**src/rtl/jsvp_pkg.sv**
```systemverilog
// Package with codes, types and helper functions of the JSON scalar value parser.
package jsvp_pkg;

    localparam int unsigned PHASE_W = 5;
    localparam int unsigned CODE_W  = 4;
    localparam int unsigned KIND_W  = 3;
    localparam int unsigned MAX_RES = 4;
    localparam int unsigned CNT_W   = 3;

    localparam logic [PHASE_W-1:0] PH_LEAD   = 5'd0;
    localparam logic [PHASE_W-1:0] PH_LIT    = 5'd1;
    localparam logic [PHASE_W-1:0] PH_NSIGN  = 5'd2;
    localparam logic [PHASE_W-1:0] PH_NZERO  = 5'd3;
    localparam logic [PHASE_W-1:0] PH_NINT   = 5'd4;
    localparam logic [PHASE_W-1:0] PH_NDOT   = 5'd5;
    localparam logic [PHASE_W-1:0] PH_NFRAC  = 5'd6;
    localparam logic [PHASE_W-1:0] PH_NE     = 5'd7;
    localparam logic [PHASE_W-1:0] PH_NESIGN = 5'd8;
    localparam logic [PHASE_W-1:0] PH_NEXP   = 5'd9;
    localparam logic [PHASE_W-1:0] PH_STR    = 5'd10;
    localparam logic [PHASE_W-1:0] PH_ESC    = 5'd11;
    localparam logic [PHASE_W-1:0] PH_HEX    = 5'd12;
    localparam logic [PHASE_W-1:0] PH_SURBS  = 5'd13;
    localparam logic [PHASE_W-1:0] PH_SURU   = 5'd14;
    localparam logic [PHASE_W-1:0] PH_HEXLO  = 5'd15;
    localparam logic [PHASE_W-1:0] PH_TRAIL  = 5'd16;
    localparam logic [PHASE_W-1:0] PH_ERR    = 5'd17;

    localparam logic [CODE_W-1:0] ST_OK      = 4'd0;
    localparam logic [CODE_W-1:0] ST_EXPECT  = 4'd1;
    localparam logic [CODE_W-1:0] ST_INVALID = 4'd2;
    localparam logic [CODE_W-1:0] ST_NOTSING = 4'd3;
    localparam logic [CODE_W-1:0] ST_QUOTE   = 4'd4;
    localparam logic [CODE_W-1:0] ST_ESCAPE  = 4'd5;
    localparam logic [CODE_W-1:0] ST_CHAR    = 4'd6;
    localparam logic [CODE_W-1:0] ST_HEX     = 4'd7;
    localparam logic [CODE_W-1:0] ST_SURR    = 4'd8;

    localparam logic [KIND_W-1:0] K_NULL   = 3'd0;
    localparam logic [KIND_W-1:0] K_FALSE  = 3'd1;
    localparam logic [KIND_W-1:0] K_TRUE   = 3'd2;
    localparam logic [KIND_W-1:0] K_NUMBER = 3'd3;
    localparam logic [KIND_W-1:0] K_STRING = 3'd4;

    localparam logic [7:0] CH_SPACE  = 8'h20;
    localparam logic [7:0] CH_TAB    = 8'h09;
    localparam logic [7:0] CH_LF     = 8'h0A;
    localparam logic [7:0] CH_CR     = 8'h0D;
    localparam logic [7:0] CH_QUOTE  = 8'h22;
    localparam logic [7:0] CH_BSLASH = 8'h5C;
    localparam logic [7:0] CH_SLASH  = 8'h2F;
    localparam logic [7:0] CH_MINUS  = 8'h2D;
    localparam logic [7:0] CH_PLUS   = 8'h2B;
    localparam logic [7:0] CH_DOT    = 8'h2E;
    localparam logic [7:0] CH_0      = 8'h30;
    localparam logic [7:0] CH_1      = 8'h31;
    localparam logic [7:0] CH_9      = 8'h39;
    localparam logic [7:0] CH_UA     = 8'h41;
    localparam logic [7:0] CH_UE     = 8'h45;
    localparam logic [7:0] CH_UF     = 8'h46;
    localparam logic [7:0] CH_LA     = 8'h61;
    localparam logic [7:0] CH_LB     = 8'h62;
    localparam logic [7:0] CH_LE     = 8'h65;
    localparam logic [7:0] CH_LF_    = 8'h66;
    localparam logic [7:0] CH_LL     = 8'h6C;
    localparam logic [7:0] CH_LN     = 8'h6E;
    localparam logic [7:0] CH_LR     = 8'h72;
    localparam logic [7:0] CH_LS     = 8'h73;
    localparam logic [7:0] CH_LT     = 8'h74;
    localparam logic [7:0] CH_LU     = 8'h75;
    localparam logic [7:0] CH_CTRL   = 8'h20;

    localparam logic [7:0] ESC_BS = 8'h08;
    localparam logic [7:0] ESC_FF = 8'h0C;

    localparam logic [15:0] SUR_HI_MIN = 16'hD800;
    localparam logic [15:0] SUR_HI_MAX = 16'hDBFF;
    localparam logic [15:0] SUR_LO_MIN = 16'hDC00;
    localparam logic [15:0] SUR_LO_MAX = 16'hDFFF;
    localparam logic [20:0] SUPP_BASE  = 21'h10000;
    localparam logic [20:0] MAX_ONE    = 21'h7F;
    localparam logic [20:0] MAX_TWO    = 21'h7FF;
    localparam logic [20:0] MAX_THREE  = 21'hFFFF;
    localparam logic [7:0]  UTF_LEAD2  = 8'hC0;
    localparam logic [7:0]  UTF_LEAD3  = 8'hE0;
    localparam logic [7:0]  UTF_LEAD4  = 8'hF0;
    localparam logic [7:0]  UTF_CONT   = 8'h80;

    typedef struct packed {
        logic [7:0]        data;
        logic              stat;
        logic [CODE_W-1:0] code;
        logic [KIND_W-1:0] kind;
        logic              last;
    } t_item;

    typedef struct packed {
        logic [CNT_W-1:0]          cnt;
        logic [MAX_RES-1:0][7:0]   bytes;
    } t_utf8;

    function automatic logic is_ws(input logic [7:0] b);
        return (b == CH_SPACE) || (b == CH_TAB) || (b == CH_LF) || (b == CH_CR);
    endfunction

    function automatic logic is_digit(input logic [7:0] b);
        return (b >= CH_0) && (b <= CH_9);
    endfunction

    // Bit 4 flags a valid hex digit, bits 3:0 hold its value.
    function automatic logic [4:0] hex_val(input logic [7:0] b);
        logic [7:0] d;
        d = 8'h00;
        if (b >= CH_0 && b <= CH_9) begin
            d = b - CH_0;
            return {1'b1, d[3:0]};
        end else if (b >= CH_UA && b <= CH_UF) begin
            d = b - CH_UA + 8'd10;
            return {1'b1, d[3:0]};
        end else if (b >= CH_LA && b <= CH_LF_) begin
            d = b - CH_LA + 8'd10;
            return {1'b1, d[3:0]};
        end
        return 5'd0;
    endfunction

    function automatic logic [2:0] lit_len(input logic [1:0] k);
        return (k == K_FALSE[1:0]) ? 3'd5 : 3'd4;
    endfunction

    function automatic logic [7:0] lit_char(input logic [1:0] k, input logic [2:0] pos);
        logic [7:0] c;
        c = 8'h00;
        if (k == K_NULL[1:0]) begin
            case (pos)
                3'd0: c = CH_LN;
                3'd1: c = CH_LU;
                3'd2: c = CH_LL;
                3'd3: c = CH_LL;
                default: c = 8'h00;
            endcase
        end else if (k == K_FALSE[1:0]) begin
            case (pos)
                3'd0: c = CH_LF_;
                3'd1: c = CH_LA;
                3'd2: c = CH_LL;
                3'd3: c = CH_LS;
                3'd4: c = CH_LE;
                default: c = 8'h00;
            endcase
        end else begin
            case (pos)
                3'd0: c = CH_LT;
                3'd1: c = CH_LR;
                3'd2: c = CH_LU;
                3'd3: c = CH_LE;
                default: c = 8'h00;
            endcase
        end
        return c;
    endfunction

    function automatic t_utf8 utf8_enc(input logic [20:0] u);
        t_utf8 r;
        r.bytes = '0;
        if (u <= MAX_ONE) begin
            r.cnt = 3'd1;
            r.bytes[0] = u[7:0];
        end else if (u <= MAX_TWO) begin
            r.cnt = 3'd2;
            r.bytes[0] = UTF_LEAD2 | {3'b000, u[10:6]};
            r.bytes[1] = UTF_CONT | {2'b00, u[5:0]};
        end else if (u <= MAX_THREE) begin
            r.cnt = 3'd3;
            r.bytes[0] = UTF_LEAD3 | {4'b0000, u[15:12]};
            r.bytes[1] = UTF_CONT | {2'b00, u[11:6]};
            r.bytes[2] = UTF_CONT | {2'b00, u[5:0]};
        end else begin
            r.cnt = 3'd4;
            r.bytes[0] = UTF_LEAD4 | {5'b00000, u[20:18]};
            r.bytes[1] = UTF_CONT | {2'b00, u[17:12]};
            r.bytes[2] = UTF_CONT | {2'b00, u[11:6]};
            r.bytes[3] = UTF_CONT | {2'b00, u[5:0]};
        end
        return r;
    endfunction

endpackage

```
**src/rtl/json_scalar_value_parser_top.sv**
```systemverilog
// Top level of the JSON scalar value parser: byte-wise checker and result buffer.
// Results of an accepted byte are registered and appear on the output in the cycle after acceptance.
// Throughput: one byte per cycle while each byte yields at most one result and the
// output takes it; a byte that yields k results (up to four for a \u escape) blocks
// input until its last result is taken, since the four-entry result buffer drains one per ready cycle.
// Reset: synchronous active-low reset returns the parser to leading whitespace and empties the buffer.
module json_scalar_value_parser_top (
    input  logic        i_clk,
    input  logic        i_rst_n,
    input  logic        i_s_axis_tvalid,
    output logic        o_s_axis_tready,
    input  logic [7:0]  i_s_axis_tdata,   // [7:0] text_byte
    input  logic        i_s_axis_tlast,   // end_of_text
    output logic        o_m_axis_tvalid,
    input  logic        i_m_axis_tready,
    output logic [15:0] o_m_axis_tdata,   // [7:0] data_byte, [11:8] status_code,
                                          // [14:12] value_kind, [15] zero
    output logic        o_m_axis_tuser,   // [0] is_status
    output logic        o_m_axis_tlast    // run_last
);

    localparam int unsigned RES = jsvp_pkg::MAX_RES;

    logic [jsvp_pkg::PHASE_W-1:0] r_phase, n_phase;
    logic [2:0]                   r_lpos, n_lpos;
    logic [jsvp_pkg::CODE_W-1:0]  r_err, n_err;
    logic [jsvp_pkg::KIND_W-1:0]  r_kind, n_kind;
    logic [15:0]                  r_hacc, n_hacc;
    logic [1:0]                   r_hcnt, n_hcnt;
    logic [9:0]                   r_hsur, n_hsur;

    jsvp_pkg::t_item              r_item [RES];
    jsvp_pkg::t_item              n_item [RES];
    jsvp_pkg::t_item              res_item [RES];
    logic [jsvp_pkg::CNT_W-1:0]   r_cnt, n_cnt;

    logic                         in_acc;
    logic                         out_pop;
    logic [7:0]                   b;
    logic [4:0]                   hv;
    logic [15:0]                  hacc_sh;
    logic [20:0]                  supp;
    jsvp_pkg::t_utf8              enc_bmp;
    jsvp_pkg::t_utf8              enc_sup;
    logic [1:0]                   lk;
    logic [2:0]                   lpos_inc;

    logic [jsvp_pkg::CNT_W-1:0]   v_cnt;
    logic [RES-1:0][7:0]          v_data;
    logic                         v_stat;
    logic [jsvp_pkg::CODE_W-1:0]  v_code;
    logic [jsvp_pkg::KIND_W-1:0]  v_kind;

    assign b        = i_s_axis_tdata;
    assign o_s_axis_tready = (r_cnt == '0) || ((r_cnt == jsvp_pkg::CNT_W'(1)) && i_m_axis_tready);
    assign in_acc   = i_s_axis_tvalid && o_s_axis_tready;
    assign o_m_axis_tvalid = (r_cnt != '0);
    assign out_pop  = o_m_axis_tvalid && i_m_axis_tready;

    assign o_m_axis_tdata = {1'b0, r_item[0].kind, r_item[0].code, r_item[0].data};
    assign o_m_axis_tuser = r_item[0].stat;
    assign o_m_axis_tlast = r_item[0].last;

    assign hv       = jsvp_pkg::hex_val(b);
    assign hacc_sh  = {r_hacc[11:0], hv[3:0]};
    assign supp     = {1'b0, r_hsur, hacc_sh[9:0]} + jsvp_pkg::SUPP_BASE;
    assign enc_bmp  = jsvp_pkg::utf8_enc({5'b00000, hacc_sh});
    assign enc_sup  = jsvp_pkg::utf8_enc(supp);
    assign lk       = (r_kind > jsvp_pkg::K_TRUE) ? jsvp_pkg::K_TRUE[1:0] : r_kind[1:0];
    assign lpos_inc = r_lpos + 3'd1;

    always_comb begin
        n_phase = r_phase;
        n_lpos  = r_lpos;
        n_err   = r_err;
        n_kind  = r_kind;
        n_hacc  = r_hacc;
        n_hcnt  = r_hcnt;
        n_hsur  = r_hsur;
        v_cnt   = '0;
        v_data  = '0;
        v_stat  = 1'b0;
        v_code  = jsvp_pkg::ST_OK;
        v_kind  = jsvp_pkg::K_NULL;
        if (i_s_axis_tlast) begin
            v_cnt  = jsvp_pkg::CNT_W'(1);
            v_stat = 1'b1;
            unique case (r_phase) inside
                jsvp_pkg::PH_LEAD: v_code = jsvp_pkg::ST_EXPECT;
                jsvp_pkg::PH_NZERO, jsvp_pkg::PH_NINT, jsvp_pkg::PH_NFRAC,
                jsvp_pkg::PH_NEXP: begin
                    v_code = jsvp_pkg::ST_OK;
                    v_kind = jsvp_pkg::K_NUMBER;
                end
                jsvp_pkg::PH_STR: v_code = jsvp_pkg::ST_QUOTE;
                jsvp_pkg::PH_ESC: v_code = jsvp_pkg::ST_ESCAPE;
                jsvp_pkg::PH_HEX, jsvp_pkg::PH_HEXLO: v_code = jsvp_pkg::ST_HEX;
                jsvp_pkg::PH_SURBS, jsvp_pkg::PH_SURU: v_code = jsvp_pkg::ST_SURR;
                jsvp_pkg::PH_TRAIL: begin
                    v_code = jsvp_pkg::ST_OK;
                    v_kind = r_kind;
                end
                jsvp_pkg::PH_ERR: v_code = r_err;
                default: v_code = jsvp_pkg::ST_INVALID;
            endcase
            n_phase = jsvp_pkg::PH_LEAD;
            n_lpos  = '0;
            n_err   = jsvp_pkg::ST_OK;
            n_kind  = jsvp_pkg::K_NULL;
            n_hacc  = '0;
            n_hcnt  = '0;
            n_hsur  = '0;
        end else begin
            unique case (r_phase)
                jsvp_pkg::PH_LEAD: begin
                    if (!jsvp_pkg::is_ws(b)) begin
                        if (b == jsvp_pkg::CH_LN || b == jsvp_pkg::CH_LF_ || b == jsvp_pkg::CH_LT) begin
                            n_kind  = (b == jsvp_pkg::CH_LN)  ? jsvp_pkg::K_NULL :
                                      (b == jsvp_pkg::CH_LF_) ? jsvp_pkg::K_FALSE :
                                                                jsvp_pkg::K_TRUE;
                            n_lpos  = 3'd1;
                            n_phase = jsvp_pkg::PH_LIT;
                        end else if (b == jsvp_pkg::CH_QUOTE) begin
                            n_phase = jsvp_pkg::PH_STR;
                        end else if (b == jsvp_pkg::CH_MINUS) begin
                            n_phase = jsvp_pkg::PH_NSIGN;
                        end else if (b == jsvp_pkg::CH_0) begin
                            n_phase = jsvp_pkg::PH_NZERO;
                        end else if (b >= jsvp_pkg::CH_1 && b <= jsvp_pkg::CH_9) begin
                            n_phase = jsvp_pkg::PH_NINT;
                        end else begin
                            n_err   = jsvp_pkg::ST_INVALID;
                            n_phase = jsvp_pkg::PH_ERR;
                        end
                    end
                end
                jsvp_pkg::PH_LIT: begin
                    if (r_lpos >= jsvp_pkg::lit_len(lk) || b != jsvp_pkg::lit_char(lk, r_lpos)) begin
                        n_err   = jsvp_pkg::ST_INVALID;
                        n_phase = jsvp_pkg::PH_ERR;
                    end else begin
                        n_lpos = lpos_inc;
                        if (lpos_inc == jsvp_pkg::lit_len(lk)) begin
                            n_phase = jsvp_pkg::PH_TRAIL;
                        end
                    end
                end
                jsvp_pkg::PH_NSIGN: begin
                    if (b == jsvp_pkg::CH_0) begin
                        n_phase = jsvp_pkg::PH_NZERO;
                    end else if (b >= jsvp_pkg::CH_1 && b <= jsvp_pkg::CH_9) begin
                        n_phase = jsvp_pkg::PH_NINT;
                    end else begin
                        n_err   = jsvp_pkg::ST_INVALID;
                        n_phase = jsvp_pkg::PH_ERR;
                    end
                end
                jsvp_pkg::PH_NZERO, jsvp_pkg::PH_NINT, jsvp_pkg::PH_NFRAC: begin
                    if (jsvp_pkg::is_digit(b) && r_phase != jsvp_pkg::PH_NZERO) begin
                        n_phase = r_phase;
                    end else if (b == jsvp_pkg::CH_DOT && r_phase != jsvp_pkg::PH_NFRAC) begin
                        n_phase = jsvp_pkg::PH_NDOT;
                    end else if (b == jsvp_pkg::CH_LE || b == jsvp_pkg::CH_UE) begin
                        n_phase = jsvp_pkg::PH_NE;
                    end else begin
                        n_kind = jsvp_pkg::K_NUMBER;
                        if (jsvp_pkg::is_ws(b)) begin
                            n_phase = jsvp_pkg::PH_TRAIL;
                        end else begin
                            n_err   = jsvp_pkg::ST_NOTSING;
                            n_phase = jsvp_pkg::PH_ERR;
                        end
                    end
                end
                jsvp_pkg::PH_NDOT: begin
                    if (jsvp_pkg::is_digit(b)) begin
                        n_phase = jsvp_pkg::PH_NFRAC;
                    end else begin
                        n_err   = jsvp_pkg::ST_INVALID;
                        n_phase = jsvp_pkg::PH_ERR;
                    end
                end
                jsvp_pkg::PH_NE: begin
                    if (b == jsvp_pkg::CH_PLUS || b == jsvp_pkg::CH_MINUS) begin
                        n_phase = jsvp_pkg::PH_NESIGN;
                    end else if (jsvp_pkg::is_digit(b)) begin
                        n_phase = jsvp_pkg::PH_NEXP;
                    end else begin
                        n_err   = jsvp_pkg::ST_INVALID;
                        n_phase = jsvp_pkg::PH_ERR;
                    end
                end
                jsvp_pkg::PH_NESIGN: begin
                    if (jsvp_pkg::is_digit(b)) begin
                        n_phase = jsvp_pkg::PH_NEXP;
                    end else begin
                        n_err   = jsvp_pkg::ST_INVALID;
                        n_phase = jsvp_pkg::PH_ERR;
                    end
                end
                jsvp_pkg::PH_NEXP: begin
                    if (!jsvp_pkg::is_digit(b)) begin
                        n_kind = jsvp_pkg::K_NUMBER;
                        if (jsvp_pkg::is_ws(b)) begin
                            n_phase = jsvp_pkg::PH_TRAIL;
                        end else begin
                            n_err   = jsvp_pkg::ST_NOTSING;
                            n_phase = jsvp_pkg::PH_ERR;
                        end
                    end
                end
                jsvp_pkg::PH_STR: begin
                    if (b == jsvp_pkg::CH_QUOTE) begin
                        n_kind  = jsvp_pkg::K_STRING;
                        n_phase = jsvp_pkg::PH_TRAIL;
                    end else if (b == jsvp_pkg::CH_BSLASH) begin
                        n_phase = jsvp_pkg::PH_ESC;
                    end else if (b < jsvp_pkg::CH_CTRL) begin
                        n_err   = jsvp_pkg::ST_CHAR;
                        n_phase = jsvp_pkg::PH_ERR;
                    end else begin
                        v_cnt     = jsvp_pkg::CNT_W'(1);
                        v_data[0] = b;
                    end
                end
                jsvp_pkg::PH_ESC: begin
                    n_phase = jsvp_pkg::PH_STR;
                    case (b) inside
                        jsvp_pkg::CH_QUOTE, jsvp_pkg::CH_BSLASH, jsvp_pkg::CH_SLASH: begin
                            v_cnt     = jsvp_pkg::CNT_W'(1);
                            v_data[0] = b;
                        end
                        jsvp_pkg::CH_LB: begin
                            v_cnt     = jsvp_pkg::CNT_W'(1);
                            v_data[0] = jsvp_pkg::ESC_BS;
                        end
                        jsvp_pkg::CH_LF_: begin
                            v_cnt     = jsvp_pkg::CNT_W'(1);
                            v_data[0] = jsvp_pkg::ESC_FF;
                        end
                        jsvp_pkg::CH_LN: begin
                            v_cnt     = jsvp_pkg::CNT_W'(1);
                            v_data[0] = jsvp_pkg::CH_LF;
                        end
                        jsvp_pkg::CH_LR: begin
                            v_cnt     = jsvp_pkg::CNT_W'(1);
                            v_data[0] = jsvp_pkg::CH_CR;
                        end
                        jsvp_pkg::CH_LT: begin
                            v_cnt     = jsvp_pkg::CNT_W'(1);
                            v_data[0] = jsvp_pkg::CH_TAB;
                        end
                        jsvp_pkg::CH_LU: begin
                            n_hacc  = '0;
                            n_hcnt  = '0;
                            n_phase = jsvp_pkg::PH_HEX;
                        end
                        default: begin
                            n_err   = jsvp_pkg::ST_ESCAPE;
                            n_phase = jsvp_pkg::PH_ERR;
                        end
                    endcase
                end
                jsvp_pkg::PH_HEX: begin
                    if (!hv[4]) begin
                        n_err   = jsvp_pkg::ST_HEX;
                        n_phase = jsvp_pkg::PH_ERR;
                    end else begin
                        n_hacc = hacc_sh;
                        if (r_hcnt == 2'd3) begin
                            n_hcnt = '0;
                            if (hacc_sh >= jsvp_pkg::SUR_HI_MIN && hacc_sh <= jsvp_pkg::SUR_HI_MAX) begin
                                n_hsur  = hacc_sh[9:0];
                                n_phase = jsvp_pkg::PH_SURBS;
                            end else begin
                                v_cnt   = enc_bmp.cnt;
                                v_data  = enc_bmp.bytes;
                                n_phase = jsvp_pkg::PH_STR;
                            end
                        end else begin
                            n_hcnt = r_hcnt + 2'd1;
                        end
                    end
                end
                jsvp_pkg::PH_SURBS: begin
                    if (b == jsvp_pkg::CH_BSLASH) begin
                        n_phase = jsvp_pkg::PH_SURU;
                    end else begin
                        n_err   = jsvp_pkg::ST_SURR;
                        n_phase = jsvp_pkg::PH_ERR;
                    end
                end
                jsvp_pkg::PH_SURU: begin
                    if (b == jsvp_pkg::CH_LU) begin
                        n_hacc  = '0;
                        n_hcnt  = '0;
                        n_phase = jsvp_pkg::PH_HEXLO;
                    end else begin
                        n_err   = jsvp_pkg::ST_SURR;
                        n_phase = jsvp_pkg::PH_ERR;
                    end
                end
                jsvp_pkg::PH_HEXLO: begin
                    if (!hv[4]) begin
                        n_err   = jsvp_pkg::ST_HEX;
                        n_phase = jsvp_pkg::PH_ERR;
                    end else begin
                        n_hacc = hacc_sh;
                        if (r_hcnt == 2'd3) begin
                            n_hcnt = '0;
                            if (hacc_sh < jsvp_pkg::SUR_LO_MIN || hacc_sh > jsvp_pkg::SUR_LO_MAX) begin
                                n_err   = jsvp_pkg::ST_SURR;
                                n_phase = jsvp_pkg::PH_ERR;
                            end else begin
                                v_cnt   = enc_sup.cnt;
                                v_data  = enc_sup.bytes;
                                n_phase = jsvp_pkg::PH_STR;
                            end
                        end else begin
                            n_hcnt = r_hcnt + 2'd1;
                        end
                    end
                end
                jsvp_pkg::PH_TRAIL: begin
                    if (!jsvp_pkg::is_ws(b)) begin
                        n_err   = jsvp_pkg::ST_NOTSING;
                        n_phase = jsvp_pkg::PH_ERR;
                    end
                end
                jsvp_pkg::PH_ERR: begin
                    n_phase = jsvp_pkg::PH_ERR;
                end
                default: begin
                    n_phase = jsvp_pkg::PH_LEAD;
                end
            endcase
        end
    end

    always_comb begin
        for (int i = 0; i < RES; i++) begin
            res_item[i].data = v_data[i];
            res_item[i].stat = v_stat;
            res_item[i].code = v_code;
            res_item[i].kind = v_kind;
            res_item[i].last = (v_cnt == jsvp_pkg::CNT_W'(i + 1));
        end
    end

    always_comb begin
        n_cnt = r_cnt;
        for (int i = 0; i < RES; i++) begin
            n_item[i] = r_item[i];
        end
        if (in_acc) begin
            n_cnt = v_cnt;
            for (int i = 0; i < RES; i++) begin
                n_item[i] = res_item[i];
            end
        end else if (out_pop) begin
            n_cnt = r_cnt - jsvp_pkg::CNT_W'(1);
            for (int i = 0; i < RES - 1; i++) begin
                n_item[i] = r_item[i+1];
            end
        end
    end

    always_ff @(posedge i_clk) begin
        if (!i_rst_n) begin
            r_phase <= jsvp_pkg::PH_LEAD;
            r_lpos  <= '0;
            r_err   <= jsvp_pkg::ST_OK;
            r_kind  <= jsvp_pkg::K_NULL;
            r_hacc  <= '0;
            r_hcnt  <= '0;
            r_hsur  <= '0;
            r_cnt   <= '0;
        end else begin
            r_cnt <= n_cnt;
            if (in_acc) begin
                r_phase <= n_phase;
                r_lpos  <= n_lpos;
                r_err   <= n_err;
                r_kind  <= n_kind;
                r_hacc  <= n_hacc;
                r_hcnt  <= n_hcnt;
                r_hsur  <= n_hsur;
            end
        end
    end

    always_ff @(posedge i_clk) begin
        for (int i = 0; i < RES; i++) begin
            r_item[i] <= n_item[i];
        end
    end

    a_cnt_range : assert property (@(posedge i_clk) disable iff (!i_rst_n)
        r_cnt <= jsvp_pkg::CNT_W'(RES))
        else $error("Result buffer count out of range.");

    a_last_single : assert property (@(posedge i_clk) disable iff (!i_rst_n)
        (o_m_axis_tvalid && o_m_axis_tlast) |-> (r_cnt == jsvp_pkg::CNT_W'(1)))
        else $error("Last result of a transaction is not the final buffered entry.");

    a_accept_room : assert property (@(posedge i_clk) disable iff (!i_rst_n)
        in_acc |-> ((r_cnt == '0) || ((r_cnt == jsvp_pkg::CNT_W'(1)) && out_pop)))
        else $error("Input accepted while results are still pending.");

    a_end_resets : assert property (@(posedge i_clk) disable iff (!i_rst_n)
        (in_acc && i_s_axis_tlast) |=> (r_phase == jsvp_pkg::PH_LEAD && r_err == jsvp_pkg::ST_OK))
        else $error("Parser did not return to leading whitespace after end of text.");

    a_err_code : assert property (@(posedge i_clk) disable iff (!i_rst_n)
        (r_phase == jsvp_pkg::PH_ERR) |-> (r_err != jsvp_pkg::ST_OK))
        else $error("Error phase without a latched error code.");

endmodule

```
**config.mk**
```make
export PLATFORM = sky130hd
export DESIGN_NAME = json_scalar_value_parser_top
export DESIGN_NICKNAME = d
export VERILOG_FILES = /design/src/rtl/jsvp_pkg.sv /design/src/rtl/json_scalar_value_parser_top.sv
export SDC_FILE = /design/constraint.sdc
export NUM_CORES = 1
export LEC_CHECK = 0
export ABC_AREA = 1
export BUFFER_PORTS_ARGS = -buffer_cell sky130_fd_sc_hd__buf_2
export CORE_AREA = 4 4 130 101
export CTS_BUF_LIST = sky130_fd_sc_hd__clkbuf_4
export DETAILED_ROUTE_END_ITERATION = 6
export DIE_AREA = 0 0 134 105
export GPL_ROUTABILITY_DRIVEN = 1
export PLACE_DENSITY = 0.9
export SLEW_MARGIN = 20
export SYNTH_ARGS = -nofsm -noshare
export SYNTH_HDL_FRONTEND = slang
export SYNTH_SLANG_ARGS = --single-unit
```
**constraint.sdc**
```tcl
create_clock -name i_clk -period 3.8 [get_ports i_clk]
set_input_delay 0.76 -clock i_clk [delete_from_list [all_inputs] [get_ports i_clk]]
set_output_delay 0.76 -clock i_clk [all_outputs]
set_load 0.02 [all_outputs]
```
[Word-level counts from Yosys, hierarchy flattened]
Memories as Yosys holds them, arrays and structs flattened.
Cells that the tools add are included.
Storage, ports and cells
  register bits: 46
  bits in latches: 0
  RAM bits: 68
  bits in read-only memories: 0
  bits of input ports: 13
  output and inout port bits: 20
  memories: 1
Memories
  r_item: depth 4, width 17, read ports 4, clocked after memory_dff 0, wr ports 4, RTL line json_scalar_value_parser_top.sv:32  | jsvp_pkg::t_item r_item [RES];
Cells by class
  $add $sub $neg: 9
  $mul: 0
  div/mod/pow operators: 0
  magnitude comparators: 19
  equality and inequality tests: 84
  shifts and indexed selects: 0
  mux-type cells: 191
  bitwise operators: 0
  reductions and logical operators: 48
Operator list (count)
  $mux W32: 7
  $mux W16: 12
  $mux W5: 38
  $mux W4: 37
  $mux W24: 6
  $mux W51: 2
  $mux W8: 12
  $pmux W5 S16: 1
  $mux W3: 26
  $eq A8 B7 Y1 const B: 9
  $ne A3 B3 Y1 const B: 24
  $eq A8 B6 Y1 const B: 7
  $pmux W4 S14: 1
  $mux W10: 5
  $pmux W16 S3: 1
  $pmux W24 S2: 1
  $eq A5 B4 Y1 const B: 8
  $pmux W7 S5: 1
  $pmux W8 S4: 1
  $mux W2: 14
  $pmux W4 S7: 1
  $pmux W7 S4: 1
  $reduce_and A27 Y1: 1
  $reduce_and A9 Y1: 3
  other kinds (62): 132

[Logic depth before layout (Yosys ltp)]
  word-level depth: 19
  mapped depth: 22
  depth with buffers taken out: 22

[Worst setup path before layout]
Ideal clock, no wire load.
  path type: in2reg
  from: in i_s_axis_tdata[0]
  to: mem r_item[0][11] (netlist name) (data pin)
  arrival: 2.616 ns
  required time: 3.547 ns
  setup slack: 0.931 ns
  cell stages on the path: 20
  path buffers: 1
  path through: inv_1 -> ha_1 -> inv_1 -> nand3_1 -> inv_1 -> nor2_2 -> a21oi_2 -> nand2_4 -> nand2_4 -> nor2_2 -> nand3_1 -> nand2_1 -> nand2_2 -> inv_2 -> buf_6 -> nand2_1 -> nand4_1 -> nand2_1 -> nand2_1 -> nand2_1
RTL lines
  start: declaration: RTL line json_scalar_value_parser_top.sv:12  | input logic [7:0] i_s_axis_tdata,
  end: declaration: RTL line json_scalar_value_parser_top.sv:32

==> key figures <==
Run status
  – Result of the run: complete, but fails checks
  – Violations in the final reports: DRC

STA
  – Number of max-slew violations in the final report: 0
  – Worst Tran Pin Value: 1.03 ns
  – Final setup violation count: 0
  – Number of failing hold endpoints at the final stage: 0
  – Clock period minus worst slack: 3.16 ns
  – Post-route clock skew: 0.0206 ns
  – Worst slew margin relative to its limit: 31.6%
  – Timing-limited maximum frequency: 316 MHz
  – Fin Setup TNS: 0 ns
  – RSZ-0062 raised after global routing: no
  – Fin crit share: 83.3%
  – Minimum hold slack: 0.487 ns

Layout
  – Fill cells: 1069
  – Share of cells above drive strength 1: 11.4%
  – Leading cell type in the layout, fill and taps excluded: sky130_fd_sc_hd__nand2_1
  – Post-layout instance count excluding filler cells: 1307
  – Total Nets Final: 1165
  – Area of the multi-input gates: 0.00408 sq mm
  – Highest-count cells in the layout ignoring fill and taps: sky130_fd_sc_hd__nand2_1, sky130_fd_sc_hd__inv_1, sky130_fd_sc_hd__nor2_1, sky130_fd_sc_hd__nand3_1, sky130_fd_sc_hd__edfxtp_1
  – FF/Latch Area: 0.00279 sq mm
  – Synth-to-Final Area Change: 6.14%

Synth
  – Number of enable-type register cells in the synthesized netlist: 65
  – Synthesized netlist cell count: 1107
  – Async S/R FF share, synth: 0%
  – Most frequently used flop master after synthesis: sky130_fd_sc_hd__edfxtp_1
  – Avg Synthesized Cell Area: 6.83 sq um
  – Synth area leader: sky130_fd_sc_hd__edfxtp_1
  – Number of distinct library cell variants in the gate-level netlist after synthesis: 49
  – Synth warn: 0
  – Total nets after synthesis: 1136
  – Flops & latches, synth: 107
  – Fraction of synthesized cell area taken by the top area cell type: 25.8%
  – Netlist area before placement: 0.00756 sq mm
  – Register area share after synthesis: 36.9%
  – Top cells by area, synth: sky130_fd_sc_hd__edfxtp_1, sky130_fd_sc_hd__nand2_1, sky130_fd_sc_hd__dfxtp_1

CTS
  – Clock tree from TritonCTS: built
  – Number of H-tree levels: 3
  – Setup Fix Bufs, Post-CTS: 0
  – Clock Sinks: 107
  – Number of buffers inserted by hold repair at cts: 0
  – Maximum clock path buffer count: 2
  – Post-CTS resize count: 0
  – Clock edge transition at the registers on the reported setup and hold paths: 0.19 ns
  – CTS Buf Count: 9
  – Buffer type at the clock tree root: sky130_fd_sc_hd__clkbuf_4
  – Clock latency on the worst-skew pair: 0.48 ns

Route
  – Final ANT Viol Nets: 0
  – Routed wire per std cell: 19.2 microns
  – First-pass DRT Iterations: 7
  – Average vias per placed instance: 6.17
  – DRC marker count from the first detailed-route iteration: 1274
  – Uppermost layer routed: met4
  – Vias after detailed routing: 8069
  – Total detailed-routing wirelength: 25.1 mm
  – DRC errors left: 24
  – Met1 Wirelength: 10.7 mm
  – Metal3 WL: 3.45 mm
  – Routed length on met2: 10.4 mm

Pwr
  – Cell area power density: 546 mW/mm^2
  – Total power after layout: 4380 uW
  – Leakage component of the power: 0.00368 uW
  – Clock power frac: 13.3%
  – Fraction of power spent switching nets: 44.0%
  – Share of total power in sequential cells: 44.5%
  – Peak supply drop: 0.381 mV
  – Combinational group share of total power: 42.2%
  – Internal power consumption: 2450 uW
  – Switching power: 1930 uW

Critical path
  – Family with the most delay on the worst path: simple AND/OR/NAND/NOR gates
  – Worst reg-to-reg path cell count: 13
  – Critical path capture point type: register
  – Worst path cell trace: buf_2 -> inv_2 -> ha_1 -> inv_1 -> nand3_1 -> inv_1 -> nor2_2 -> a21oi_2 -> nand2_4 -> nand2_4 -> nor2_2 -> nand4_1 -> nand2_2 -> buf_4 -> nand3_1 -> nand4_1 -> nand2_1 -> nand2_1 -> nand2_1
  – Start of the worst register-to-register path: r_hacc[1]
  – Reg2reg setup slack: 0.99 ns
  – Class of the most critical setup path: input pin to register
  – Library cell contributing the largest single delay on the critical path: sky130_fd_sc_hd__nor2_2
  – Most prevalent standard cell on the critical path: sky130_fd_sc_hd__nand2_1
  – Arr. time, crit path: 3.43 ns
  – Biggest cell delay along the critical path: 0.27 ns
  – Origin of the worst setup path: i_s_axis_tdata[1]
  – Capture point of the worst reg-to-reg path: r_item[1][14]
  – Required time of the critical path: 4.07 ns
  – Critical path launch point type: input pin
  – Maximum fanout count along the critical path: 18
  – Number of buffer and inverter stages on the critical path: 5

Floorplanning
  – Row count: 35
  – Total I/O pin count: 33
  – Core region area: 0.0120 sq mm
  – Die height: 105 microns
  – Die Wd: 134 microns
  – Overall die area: 0.0141 sq mm
  – Initial Util: 63.3%

Placement
  – Final weighted congestion in routability-driven placement: 1.05
  – Total of buffers placed on input and output ports: 31
  – Dpl cells: 1291
  – Detailed placer's ending HPWL: 19.3 mm

Global routing
  – Number of global-route vias before repair: 7290
  – Total Routing Usage GR: 35.7%
  – Maximum number of pins on one net before global-route repair: 53
  – Residual overflow from global routing: 0
  – Global-route wire length before repair: 39.7 mm
  – Number of antenna violations at the first check in global routing: 1

Hold path
  – Tightest Hold Check Type: register to register
  – Worst Hold Launch: r_err[0]
  – WHS Endpoint: r_err[0]
  – Instance count along the most critical hold path: 2

Run
  – Max-cap check violation count: 0
[tightest hold or removal path: cells and delay by family, from the launching register on]
kind,cells,cell delay (ns)
compound gates,1,0.05
flops,1,0.36
simple gates,1,0.06
[cell type report]
| type | instances | area share (%) |
|---|---|---|
| Inverter | 141 | 6.62 |
| Sequential cell | 107 | 34.8 |
| Antenna cell | 1 | 0.0312 |
| Clock inverter | 6 | 0.764 |
| Timing Repair Buffer | 48 | 3.52 |
| Clock buffer | 9 | 0.842 |
| Tap cell | 166 | 2.59 |
| Multi-Input combinational cell | 829 | 50.8 |
[logic make-up after synthesis]
logic type / synth area share (%)
simple gates: 38.0
compound gates: 12.5
xor+xnor: 0.695
flops: 36.9
buf+inv: 9.15
other cells: 0.0496
fa+ha+maj: 2.65
[stage by stage]
| stage | utilization (%) | setup slack (ns) | cell area [sq um] |
|---|---|---|---|
| final | 67.1 | 0.636 | 8030 |
| after global routing | 67.1 | 0.441 | 8030 |
| after CTS | 67.1 | 0.737 | 8030 |
| after detailed placement | 66.0 | 0.200 | 7900 |
| after global placement | 66.0 | 0.329 | 7900 |
| after floorplan | - | 0.931 | 7560 |
[metal layers]
metal,vias to the layer above,GRT usage [%]
li1,3737,-
met1,3689,54.7
met2,586,51.2
met3,57,7.84
met4,0,8.44
met5,-,0
[state kept, by name, summed over array words and instances, names as in the netlist]
signal   count
r_hsur      10
r_phase      5
r_err        4
r_hacc      12
r_item      65
r_kind       3
r_hcnt       2
r_lpos       3
r_cnt        3
[power groups by stage]
stage	Clock, uW	Sequential (uW)	Combinational (uW)
6_report	584	1950	1850
2_1_floorplan	0	2050	1180
3_3_place_gp	0	1960	1750
3_5_place_dp	0	1970	1800
4_1_cts	592	1950	1810
5_1_grt	634	1980	2040
[how the worst max path moves through the flow]
stage          slack [ns]  cells past startpoint             to
2_1_floorplan        0.93                     20  r_item[0][11]
3_5_place_dp         0.20                     19  r_item[1][14]
6_report             0.64                     19  r_item[1][14]
5_1_grt              0.44                     19  r_item[1][12]
3_3_place_gp         0.33                     19   r_item[0][9]
4_1_cts              0.74                     19   r_item[0][0]
[Yosys cell counts (8+ instances only)]
| cell type | n |
|---|---|
| sky130_fd_sc_hd__nand2_1 | 346 |
| sky130_fd_sc_hd__inv_1 | 120 |
| sky130_fd_sc_hd__nor2_1 | 101 |
| sky130_fd_sc_hd__nand3_1 | 80 |
| sky130_fd_sc_hd__edfxtp_1 | 65 |
| sky130_fd_sc_hd__a21oi_1 | 62 |
| sky130_fd_sc_hd__dfxtp_1 | 42 |
| sky130_fd_sc_hd__nand4_1 | 40 |
| sky130_fd_sc_hd__o21ai_0 | 36 |
| sky130_fd_sc_hd__nor3_1 | 25 |
| sky130_fd_sc_hd__inv_2 | 17 |
| sky130_fd_sc_hd__ha_1 | 16 |
| sky130_fd_sc_hd__clkbuf_1 | 15 |
| sky130_fd_sc_hd__o21ai_1 | 15 |
| sky130_fd_sc_hd__a211oi_1 | 14 |
| sky130_fd_sc_hd__nor2_2 | 14 |
| sky130_fd_sc_hd__nand2_2 | 11 |
| sky130_fd_sc_hd__buf_2 | 8 |
Note: power is estimated with default switching activity, not from simulation.
